===== config.mk =====
export PLATFORM = sky130hd
export DESIGN_NAME = control_frame_deframer_crc32_top
export DESIGN_NICKNAME = d
export VERILOG_FILES = /design/src/sv/cfd_pkg.sv /design/src/sv/cfd_front.sv /design/src/sv/cfd_queue.sv /design/src/sv/cfd_back.sv /design/src/sv/control_frame_deframer_crc32_top.sv
export SDC_FILE = /design/constraint.sdc
export NUM_CORES = 1
export LEC_CHECK = 0
export BUFFER_PORTS_ARGS = -buffer_cell sky130_fd_sc_hd__buf_2
export CAP_MARGIN = 15
export CORE_MARGIN = 8
export CORE_UTILIZATION = 30
export CTS_CLUSTER_SIZE = 24
export DETAILED_ROUTE_END_ITERATION = 16
export GPL_TIMING_DRIVEN = 1
export SLEW_MARGIN = 0
export SYNTH_ARGS = -nofsm -noshare
export SYNTH_HDL_FRONTEND = slang
export SYNTH_SLANG_ARGS = --single-unit

===== constraint.sdc =====
create_clock -name clk_i -period 3.4 [get_ports clk_i]
set_clock_uncertainty 0.1 [all_clocks]
set_input_delay 1.02 -clock clk_i [delete_from_list [all_inputs] [get_ports clk_i]]
set_output_delay 1.02 -clock clk_i [all_outputs]
set_load 0.005 [all_outputs]

===== src/sv/cfd_pkg.sv =====
package cfd_pkg;

  localparam logic [31:0] HeaderPattern = 32'hAAEE_AAEE;
  localparam logic [31:0] DelimPattern  = 32'hAEAE_AEAE;
  localparam logic [31:0] CrcInit       = 32'hFFFF_FFFF;
  localparam logic [31:0] CrcPoly       = 32'hEDB8_8320;
  localparam logic [15:0] LengthExpect  = 16'h0001;
  localparam logic [7:0]  BroadcastId   = 8'h00;

  localparam int unsigned QueueDepth = 2;
  localparam int unsigned QueuePtrW  = 1;
  localparam int unsigned QueueCntW  = 2;

  // Field positions within one frame.
  typedef enum logic [2:0] {
    PH_HEADER  = 3'd0,
    PH_COMMAND = 3'd1,
    PH_LENGTH  = 3'd2,
    PH_ID      = 3'd3,
    PH_CHECK   = 3'd4,
    PH_DELIM   = 3'd5
  } phase_e;

  typedef enum logic [1:0] {
    ACT_NONE    = 2'd0,
    ACT_TRIGGER = 2'd1,
    ACT_RESET   = 2'd2,
    ACT_ACK     = 2'd3
  } action_e;

  localparam logic [7:0] CmdTrigger = 8'd0;
  localparam logic [7:0] CmdReset   = 8'd1;
  localparam logic [7:0] CmdQuery   = 8'd2;

  // One completed frame, handed from the assembler to the decision stage.
  typedef struct packed {
    logic       frame_valid;
    logic [7:0] command;
    logic [7:0] target_id;
  } frame_rec_t;

  // Reflected CRC-32 update by one byte.
  function automatic logic [31:0] crc_byte(input logic [31:0] crc, input logic [7:0] b);
    logic [31:0] c;
    c = crc ^ {24'h000000, b};
    for (int k = 0; k < 8; k++) begin
      c = c[0] ? ((c >> 1) ^ CrcPoly) : (c >> 1);
    end
    return c;
  endfunction

  // Place a byte at its position; the first byte replaces the word.
  function automatic logic [31:0] merge32(input logic [31:0] word, input logic [7:0] b,
                                          input logic [1:0] pos);
    logic [31:0] part;
    part = {24'h000000, b} << {pos, 3'b000};
    return (pos == 2'd0) ? part : (word | part);
  endfunction

endpackage


===== src/sv/cfd_front.sv =====
module cfd_front (
  input  logic              clk_i,
  input  logic              rst_ni,
  input  logic              byte_valid_i,
  output logic              byte_ready_o,
  input  logic [7:0]        byte_i,
  output logic              push_o,
  output cfd_pkg::frame_rec_t rec_o,
  input  logic              q_full_i
);

  cfd_pkg::phase_e phase_q, phase_d;
  logic [1:0]  idx_q, idx_d;
  logic [31:0] header_q, header_d;
  logic [7:0]  command_q, command_d;
  logic [15:0] length_q, length_d;
  logic [7:0]  id_q, id_d;
  logic [31:0] check_q, check_d;
  logic [31:0] crc_q, crc_d;
  logic [31:0] delim_next;
  logic        take;
  logic        last_byte;
  logic        done;

  assign byte_ready_o = !q_full_i;
  assign take         = byte_valid_i && byte_ready_o;
  assign delim_next   = cfd_pkg::merge32(32'h0, byte_i, idx_q);

  always_comb begin
    phase_d   = phase_q;
    idx_d     = idx_q;
    header_d  = header_q;
    command_d = command_q;
    length_d  = length_q;
    id_d      = id_q;
    check_d   = check_q;
    crc_d     = crc_q;
    last_byte = 1'b0;
    done      = 1'b0;
    if (take) begin
      unique case (phase_q)
        cfd_pkg::PH_HEADER: begin
          header_d  = cfd_pkg::merge32(header_q, byte_i, idx_q);
          last_byte = (idx_q == 2'd3);
        end
        cfd_pkg::PH_COMMAND: begin
          command_d = byte_i;
          last_byte = 1'b1;
        end
        cfd_pkg::PH_LENGTH: begin
          length_d  = (idx_q == 2'd0) ? {byte_i, 8'h00} : (length_q | {8'h00, byte_i});
          last_byte = (idx_q == 2'd1);
        end
        cfd_pkg::PH_ID: begin
          id_d      = byte_i;
          last_byte = 1'b1;
        end
        cfd_pkg::PH_CHECK: begin
          check_d   = cfd_pkg::merge32(check_q, byte_i, idx_q);
          last_byte = (idx_q == 2'd3);
        end
        cfd_pkg::PH_DELIM: begin
          last_byte = (idx_q == 2'd3);
          done      = last_byte;
        end
        default: begin
          // Unreachable phase: drop the byte and restart.
          phase_d = cfd_pkg::PH_HEADER;
          idx_d   = 2'd0;
        end
      endcase
      if (phase_q == cfd_pkg::PH_HEADER || phase_q == cfd_pkg::PH_COMMAND ||
          phase_q == cfd_pkg::PH_LENGTH || phase_q == cfd_pkg::PH_ID) begin
        crc_d = cfd_pkg::crc_byte(crc_q, byte_i);
      end
      if (phase_q == cfd_pkg::PH_HEADER || phase_q == cfd_pkg::PH_COMMAND ||
          phase_q == cfd_pkg::PH_LENGTH || phase_q == cfd_pkg::PH_ID ||
          phase_q == cfd_pkg::PH_CHECK || phase_q == cfd_pkg::PH_DELIM) begin
        if (last_byte) begin
          idx_d   = 2'd0;
          phase_d = done ? cfd_pkg::PH_HEADER : cfd_pkg::phase_e'(phase_q + 3'd1);
        end else begin
          idx_d = idx_q + 2'd1;
        end
      end
      if (done) begin
        crc_d = cfd_pkg::CrcInit;
      end
    end
  end

  // The delimiter is only ever needed whole, on its last byte.
  logic [31:0] delim_q;
  always_ff @(posedge clk_i or negedge rst_ni) begin
    if (!rst_ni) begin
      phase_q <= cfd_pkg::PH_HEADER;
      idx_q   <= 2'd0;
      crc_q   <= cfd_pkg::CrcInit;
    end else begin
      phase_q <= phase_d;
      idx_q   <= idx_d;
      crc_q   <= crc_d;
    end
  end

  always_ff @(posedge clk_i) begin
    header_q  <= header_d;
    command_q <= command_d;
    length_q  <= length_d;
    id_q      <= id_d;
    check_q   <= check_d;
    if (take && phase_q == cfd_pkg::PH_DELIM) begin
      delim_q <= (idx_q == 2'd0) ? delim_next : (delim_q | delim_next);
    end
  end

  assign push_o = done;
  assign rec_o.frame_valid = (header_q == cfd_pkg::HeaderPattern) &&
                             ((delim_q | delim_next) == cfd_pkg::DelimPattern) &&
                             (length_q == cfd_pkg::LengthExpect) &&
                             (check_q == ~crc_q);
  assign rec_o.command   = command_q;
  assign rec_o.target_id = id_q;

  a_idx_in_multibyte: assert property (@(posedge clk_i) disable iff (!rst_ni)
    (idx_q != 2'd0) |-> (phase_q == cfd_pkg::PH_HEADER || phase_q == cfd_pkg::PH_LENGTH ||
                         phase_q == cfd_pkg::PH_CHECK || phase_q == cfd_pkg::PH_DELIM))
    else $error("byte index advanced inside a one-byte field");

endmodule


===== src/sv/cfd_queue.sv =====
module cfd_queue (
  input  logic                clk_i,
  input  logic                rst_ni,
  input  logic                push_i,
  input  cfd_pkg::frame_rec_t push_data_i,
  output logic                full_o,
  input  logic                pop_i,
  output logic                valid_o,
  output cfd_pkg::frame_rec_t pop_data_o
);

  cfd_pkg::frame_rec_t mem_q [cfd_pkg::QueueDepth];
  logic [cfd_pkg::QueuePtrW-1:0] wr_ptr_q, rd_ptr_q;
  logic [cfd_pkg::QueueCntW-1:0] count_q;
  logic do_pop;

  assign full_o     = (count_q == cfd_pkg::QueueCntW'(cfd_pkg::QueueDepth));
  assign valid_o    = (count_q != '0);
  assign do_pop     = pop_i && valid_o;
  assign pop_data_o = mem_q[rd_ptr_q];

  always_ff @(posedge clk_i) begin
    if (push_i) begin
      mem_q[wr_ptr_q] <= push_data_i;
    end
  end

  always_ff @(posedge clk_i or negedge rst_ni) begin
    if (!rst_ni) begin
      wr_ptr_q <= '0;
      rd_ptr_q <= '0;
      count_q  <= '0;
    end else begin
      if (push_i) begin
        wr_ptr_q <= wr_ptr_q + 1'b1;
      end
      if (do_pop) begin
        rd_ptr_q <= rd_ptr_q + 1'b1;
      end
      count_q <= count_q + cfd_pkg::QueueCntW'(push_i) - cfd_pkg::QueueCntW'(do_pop);
    end
  end

  a_no_overflow: assert property (@(posedge clk_i) disable iff (!rst_ni)
    !(push_i && full_o))
    else $error("frame pushed into a full queue");

  a_count_bound: assert property (@(posedge clk_i) disable iff (!rst_ni)
    count_q <= cfd_pkg::QueueCntW'(cfd_pkg::QueueDepth))
    else $error("queue count beyond depth");

endmodule


===== src/sv/cfd_back.sv =====
module cfd_back (
  input  logic                clk_i,
  input  logic                rst_ni,
  input  logic [7:0]          node_id_i,
  input  logic                q_valid_i,
  input  cfd_pkg::frame_rec_t q_data_i,
  output logic                pop_o,
  output logic                out_valid_o,
  input  logic                out_ready_i,
  output cfd_pkg::action_e    action_o,
  output logic                frame_valid_o,
  output logic [7:0]          command_o,
  output logic [7:0]          target_id_o
);

  logic             out_valid_q;
  cfd_pkg::action_e action_q, action_d;
  logic             fv_q;
  logic [7:0]       cmd_q, id_q;
  logic             to_me, to_me_or_all;

  assign pop_o        = q_valid_i && (!out_valid_q || out_ready_i);
  assign to_me        = (q_data_i.target_id == node_id_i);
  assign to_me_or_all = to_me || (q_data_i.target_id == cfd_pkg::BroadcastId);

  always_comb begin
    action_d = cfd_pkg::ACT_NONE;
    if (q_data_i.frame_valid) begin
      if (q_data_i.command == cfd_pkg::CmdTrigger && to_me_or_all) begin
        action_d = cfd_pkg::ACT_TRIGGER;
      end else if (q_data_i.command == cfd_pkg::CmdReset && to_me_or_all) begin
        action_d = cfd_pkg::ACT_RESET;
      end else if (q_data_i.command == cfd_pkg::CmdQuery && to_me) begin
        action_d = cfd_pkg::ACT_ACK;
      end
    end
  end

  always_ff @(posedge clk_i or negedge rst_ni) begin
    if (!rst_ni) begin
      out_valid_q <= 1'b0;
    end else if (pop_o) begin
      out_valid_q <= 1'b1;
    end else if (out_ready_i) begin
      out_valid_q <= 1'b0;
    end
  end

  always_ff @(posedge clk_i) begin
    if (pop_o) begin
      action_q <= action_d;
      fv_q     <= q_data_i.frame_valid;
      cmd_q    <= q_data_i.command;
      id_q     <= q_data_i.target_id;
    end
  end

  assign out_valid_o   = out_valid_q;
  assign action_o      = action_q;
  assign frame_valid_o = fv_q;
  assign command_o     = cmd_q;
  assign target_id_o   = id_q;

  a_action_needs_valid: assert property (@(posedge clk_i) disable iff (!rst_ni)
    (out_valid_q && !fv_q) |-> (action_q == cfd_pkg::ACT_NONE))
    else $error("action issued for a rejected frame");

endmodule


===== src/sv/control_frame_deframer_crc32_top.sv =====
// Channel    | Direction | Payload                                  | Accepted when
// s_axis     | in        | tdata[7:0] rx_byte                       | tvalid & tready
// m_axis     | out       | tdata action/command/target_id, tuser fv | tvalid & tready
// cfg        | in        | cfg_data_i[7:0] node_id                  | cfg_valid_i & cfg_ready_o
//
// One received byte per cycle while s_axis_tready_o is high; a completed frame is pushed
// into a two-entry frame queue at the edge that accepts its sixteenth byte, and
// m_axis_tvalid_o rises once the output register has taken it from the queue.
// s_axis_tready_o drops only while the frame queue holds two results, i.e. with a
// stalled result in the output register and two more completed frames behind it.
// Reset clears byte position, field phase, CRC, queue and output valid;
// node_id resets to zero. cfg_ready_o is always high.
module control_frame_deframer_crc32_top (
  input  logic        clk_i,
  input  logic        rst_ni,
  // Byte stream in.
  input  logic        s_axis_tvalid_i,
  output logic        s_axis_tready_o,
  input  logic [7:0]  s_axis_tdata_i,   // [7:0] rx_byte
  // Frame results out.
  output logic        m_axis_tvalid_o,
  input  logic        m_axis_tready_i,
  output logic [23:0] m_axis_tdata_o,   // [1:0] action, [9:2] command,
                                        // [17:10] target_id, [23:18] zero
  output logic        m_axis_tuser_o,   // [0] frame_valid
  // Node address register.
  input  logic        cfg_valid_i,
  output logic        cfg_ready_o,
  input  logic [7:0]  cfg_data_i
);

  logic [7:0]           node_id_q;
  logic                 push;
  logic                 q_full;
  logic                 q_valid;
  logic                 pop;
  cfd_pkg::frame_rec_t  rec_in, rec_out;
  cfd_pkg::action_e     action;
  logic                 frame_valid;
  logic [7:0]           command;
  logic [7:0]           target_id;

  assign cfg_ready_o = 1'b1;

  // Hold the node address; write it only while the block is quiet (not enforced here).
  always_ff @(posedge clk_i or negedge rst_ni) begin
    if (!rst_ni) begin
      node_id_q <= 8'h00;
    end else if (cfg_valid_i && cfg_ready_o) begin
      node_id_q <= cfg_data_i;
    end
  end

  // Front: count bytes into fields, run the CRC, grade the frame.
  cfd_front u_front (
    .clk_i        (clk_i),
    .rst_ni       (rst_ni),
    .byte_valid_i (s_axis_tvalid_i),
    .byte_ready_o (s_axis_tready_o),
    .byte_i       (s_axis_tdata_i),
    .push_o       (push),
    .rec_o        (rec_in),
    .q_full_i     (q_full)
  );

  // Queue of completed frames between the two halves.
  cfd_queue u_queue (
    .clk_i       (clk_i),
    .rst_ni      (rst_ni),
    .push_i      (push),
    .push_data_i (rec_in),
    .full_o      (q_full),
    .pop_i       (pop),
    .valid_o     (q_valid),
    .pop_data_o  (rec_out)
  );

  // Back: decide the action against node_id and register the result.
  cfd_back u_back (
    .clk_i         (clk_i),
    .rst_ni        (rst_ni),
    .node_id_i     (node_id_q),
    .q_valid_i     (q_valid),
    .q_data_i      (rec_out),
    .pop_o         (pop),
    .out_valid_o   (m_axis_tvalid_o),
    .out_ready_i   (m_axis_tready_i),
    .action_o      (action),
    .frame_valid_o (frame_valid),
    .command_o     (command),
    .target_id_o   (target_id)
  );

  // Pack the result fields, lowest field first.
  assign m_axis_tdata_o = {6'b000000, target_id, command, action};
  assign m_axis_tuser_o = frame_valid;

endmodule


Word level (Yosys, flattened, before mapping). Memories as Yosys holds them, arrays and structs flattened. Cells that the tools add are included.

Shift-type cells: 1. Mux-type cells: 33. Bitwise operators: 15. Add/subtract/negate cells: 6. Reduce and logical (&&, ||, !) cells: 37. Equality and inequality tests: 16.

Operator list (number): $mux W32 (13); $not A13 Y14 (8); $or A32 B32 Y32 (3); $eq A32 B32 Y1 const B (2); $eq A32 B32 Y1 (1); $not A32 Y32 (1); $shl A8 B5 Y32 (1); $xor A32 B8 Y32 (1); $eq A16 B1 Y1 const B (1); $logic_not A8 Y1 (2); $mux W16 (1); $or A16 B8 Y16 (1); $reduce_and A2 Y1 (7); $mux W3 (4); $logic_and A1 B1 Y1 (10); $mux W2 (5); $mux W1 (9); $eq A8 B1 Y1 const B (1); $eq A8 B2 Y1 const B (1); $eq A8 B8 Y1 (1); $logic_or A1 B1 Y1 (7); $eq A3 B2 Y1 const B (2); $eq A3 B3 Y1 const B (2); $reduce_bool A2 Y1 (3); 17 further kinds (21).

Bits of input ports: 21. Output and inout bits: 28. Memories: 1. Register bits: 197. Word-level logic and storage cells: 129. RAM bits: 34.

Memories: u_queue.mem_q (words 2, bits a word 17, rd ports 1, clocked after Yosys merged registers in 0, write ports 1, RTL line cfd_queue.sv:12) `cfd_pkg::frame_rec_t mem_q [cfd_pkg::QueueDepth];`.

Logic depth before layout (Yosys ltp).
Depth after elaboration: 19. Mapped depth: 9. Depth with buffers taken out: 9.

By module. Synthesis repeated with hierarchy kept, for this count alone.

Cell total of the unflattened synthesis: 871. Area total of the unflattened synthesis: 10731.5 sq um.

By module, submodules not included: cfd_front (sequential area each 4809.6 sq um, instances 1, area an instance 8069.0 sq um, cells an instance 728); cfd_queue (sequential area each 1121.1 sq um, instances 1, area an instance 1477.7 sq um, cells an instance 70); cfd_back (sequential area each 595.6 sq um, instances 1, area an instance 793.3 sq um, cells an instance 47); control_frame_deframer_crc32_top (sequential area each 200.2 sq um, instances 1, area an instance 391.6 sq um, cells an instance 26).

Worst setup path after synthesis. No wires, ideal clock.

Path type: input to register. Start point: in m_axis_tready_i. End point: reg u_queue.count_q[1] (netlist bit). Stages on the path: 7. Data required time: 3.220 ns. Arrival: 2.990 ns. Buffers on the path: 0. Slack: 0.230 ns. Setup time: 0.080 ns. Cells stage by stage: inv_1 a21oi_1 ha_1 inv_1 ha_1 xnor2_1 xnor2_1.

Cells in the longest elaborated chain, start to end: 4.

RTL lines: start, declared (RTL line control_frame_deframer_crc32_top.sv:22) `input logic m_axis_tready_i,`; $logic_or A1 B1 Y1 (RTL line cfd_back.sv:22) `assign pop_o = q_valid_i && (!out_valid_q || out_ready_i);`; $logic_and A1 B1 Y1 (RTL line cfd_back.sv:22); net pop (RTL line control_frame_deframer_crc32_top.sv:36) `logic pop;`; $logic_and A1 B1 Y1 (RTL line cfd_queue.sv:19) `assign do_pop = pop_i && valid_o;`; $sub A2 B1 Y2 (RTL line cfd_queue.sv:40) `count_q <= count_q + cfd_pkg::QueueCntW'(push_i) - cfd_pkg::QueueCntW'(do_pop);`; end signal, assigned (RTL line cfd_queue.sv:40); end, declared (RTL line cfd_queue.sv:14) `logic [cfd_pkg::QueueCntW-1:0] count_q;`.

The timed path passes the listed nets, and every way through them passes these cells. A chain may end at the register's enable or synchronous reset.

==> out/summary.txt <==
Outcome = finished clean
Post-synthesis cell type count = 47
Initial antenna violation count = 0
EDFF count, synth = 181
Min-Delay Path Depth = 0
Hold_ws = 334 ps
Internal = 7430 uW
Drt drc = 0
Final HPWL DP = 17.8 mm
Ratio of cells with drive above 1 in the final layout = 17.9%
Fmax = 364 MHz
Leakage = 0.00464 uW
Syn Area/Cell = 12.0 um2
I/O pin count = 49
CP required = 3680 ps
Via density = 4.70
Port Buffers = 41
Hold Path Sink = u_queue.mem_q[0][4]$_DFFE_PP_
Vias in the first global route = 6849
CTS sink cnt = 231
Cts hold-fix bufs = 0
Net Sw Frac = 35.5%
First-pass GRT wire length = 40.1 mm
WL/cell = 17.6 um
Net switching power = 4090 uW
Pin count of the biggest net entering global routing = 74
Busiest grt layer = met2
Power Total = 11500 uW
Flops & latches, synth = 231
Die Height = 205 um
Final slew viol count = 0
RePlAce Congestion = 0.903
Iteration-0 DRC Markers = 542
Cts bufs inserted = 24
Max clock buf depth = 3
CP Class = flop to flop
Root Buffer = clkbuf_16
Clk_lat worst skew = 520 ps
Vias = 6716
Final hold viol count = 0
Sequential share of the synthesized area = 62.8%
R2r endpoint = u_queue.mem_q[0][16]$_DFFE_PP_
# H-tree levels = 1
Clk pwr share = 22.7%
Internal reg-to-reg setup slack = 650 ps
Setup violations, final = 0
# resized after CTS = 0
Post-Syn Area = 10700 um2
Layout area overhead = 14.8%
Met1 global-route usage = 16.0%
Sequential power share = 39.6%
Crit path launch type = flop
Initial Util = 30.2%
Die Wd = 205 um
R2r worst-path depth = 6
Core area = 35400 um2
Remaining antenna violation count = 0
Worst vdd ir = 396 uV
Min cycle time layout = 2750 ps
DIE AREA = 42000 um2
RSZ-0062 raised after global routing = no
Crit path arrival time = 3030 ps
Tcrit/Tclk final = 80.9%
Post-CTS setup buffers = 0
Post-Syn Instances = 893
Diode count = 0
Clk slew on worst S/H paths = 70 ps
CTS tree = done
Relative max-transition margin = 45.5%
Asr flop ratio synth = 21.6%
Worst hold-check path type = flop to flop
Setup TNS = 0 ps
Hold path start = u_front.id_q[4]$_DFFE_PP_
Max_cap viols = 0
Combinational Power Share = 37.7%
Slew @ Worst Pin = 815 ps
Reg-to-reg startpoint = u_front.crc_q[20]$_DFFE_PN1P_
Nets = 980
DRT Wirelength = 25.1 mm
# rows = 69
Post-synth top flop = edfxtp_1
Yosys warnings = 0
GRT Residual Overflow = 0
Critical Path Start = u_front.crc_q[20]$_DFFE_PN1P_
GRT Total Usage = 12.1%
PwrDens = 938 nW/um2
M2 GR Usage = 20.0%
Critical path capture point type = flop
DR pass1 iterations = 5
Met3 Use GR = 2.17%
Maximum fanout along the worst path = 4
-- how the worst max path moves through the flow --
stage / depth (start not counted) / endpoint
after global routing: 6 / u_queue.mem_q[1][16]$_DFFE_PP_
after detailed placement: 6 / u_queue.mem_q[1][16]$_DFFE_PP_
after floorplan: 7 / u_queue.count_q[1]$_DFF_PN0_
after CTS: 6 / u_queue.mem_q[0][16]$_DFFE_PP_
final: 6 / u_queue.mem_q[0][16]$_DFFE_PP_
after global placement: 6 / u_queue.mem_q[0][16]$_DFFE_PP_
-- state kept, by name, indices dropped and copies added (netlist names), 2 cells and up --
register,count
u_queue.mem_q,34
u_front.check_q,32
u_front.crc_q,32
u_front.delim_q,32
u_front.header_q,32
u_front.length_q,16
node_id_q,8
u_back.command_o,8
u_back.target_id_o,8
u_front.command_q,8
u_front.id_q,8
u_front.phase_q,3
u_back.action_o,2
u_front.idx_q,2
u_queue.count_q,2
-- kinds of logic (layout without fill, tap and decap cells) --
| kind of cell | after synthesis | count (layout) | synth area share, % |
|---|---|---|---|
| AOI/OAI and AO/OA | 177 | 177 | 8.88 |
| xor gates and xnor gates | 105 | 105 | 10.0 |
| adders and majority gates | 10 | 10 | 1.17 |
| buffers and inverters | 154 | 223 | 6.03 |
| DFF | 231 | 231 | 62.8 |
| muxes | 26 | 26 | 2.63 |
| other | 2 | 7 | 0.0702 |
| and+or+nand+nor | 188 | 188 | 8.37 |
-- stage by stage --
stage / worst slack [ps] / util (%) / cell area, um2 / instances
finish: 650 / 34.7 / 12300 / 1428
floorplan: 230 / - / 10700 / 898
global route: 480 / 34.7 / 12300 / 1428
global placement: 115 / 32.5 / 11500 / 1384
detailed placement: 308 / 32.5 / 11500 / 1384
CTS: 700 / 34.7 / 12300 / 1428
-- cells in the final DEF (no fill, tap or decap), drive strengths merged, types with 4 or more instances in the layout --
master  synthesis  final
inv           113    114
conb            2      7
nand3           6      6
dfstp          32     32
ha             10     10
clkbuf         20     36
nor3            4      4
nor4           21     21
mux2i           9      9
nand4          10     10
or4             5      5
and2           10     10
xor2           29     29
nand2          53     53
xnor2          76     76
dfrtp          18     18
mux2           17     17
o21ai         105    105
o22ai           4      4
edfxtp        181    181
clkinv          0      5
a21oi          48     48
and3            9      9
buf            21     66
nor2           62     62
-- per-layer routing --
layer,wire (um),up-vias
li1,-,3194
met1,11000,3294
met2,12000,183
met3,1460,45
met4,611,0
met5,0,-
-- cell type report --
type                            instances  area, um2
Fill cell                            3514      23100
Sequential cell                       231       6730
Multi-Input combinational cell        513       3360
Clock buffer                           36        716
Tap cell                              461        577
Inverter                              113        424
Timing Repair Buffer                   66        405
Clock inverter                          8       68.8
-- power by group through the flow --
stage	clock network [uW]	logic [uW]	registers [uW]
3_5_place_dp	0	4360	4620
5_1_grt	2770	4830	4630
3_3_place_gp	0	4280	4610
2_1_floorplan	0	3370	4410
4_1_cts	2670	4390	4570
6_report	2610	4350	4560
-- Yosys cell counts (2+ instances only) --
cell       number  area [um2]
edfxtp_1      181        5440
inv_1         113         424
o21ai_0       105         526
xnor2_1        62         543
nor2_1         60         225
nand2_1        53         199
a21oi_1        48         240
dfstp_2        32         841
xor2_1         29         254
nor4_1         21         131
clkbuf_1       20        75.1
dfrtp_1        18         450
mux2_2         17         191
and2_1         10        62.6
ha_1           10         125
nand4_1        10        62.6
xnor2_2        10         163
and3_1          9        56.3
buf_2           9        45.0
buf_4           9        67.6
mux2i_1         9        90.1
nand3_1         6        30.0
or4_1           5        37.5
nor3_1          4        20.0
o22ai_1         4        25.0
xnor2_4         4         110
a2111oi_0       3        26.3
a22oi_1         3        22.5
a31oi_1         3        18.8
buf_6           3        33.8
or3_1           3        18.8
a21o_1          2        15.0
a221oi_1        2        17.5
conb_1          2        7.51
nor2b_1         2        12.5
-- worst max-delay path, stage by stage, from the launching register on --
cell,delay [ps]
dfstp_2,600
o21ai_0,200
a2111oi_0,580
nand4_1,160
or4_1,520
nor4_1,280
buf_4,170
No activity file was read; power rests on OpenSTA's default activity.
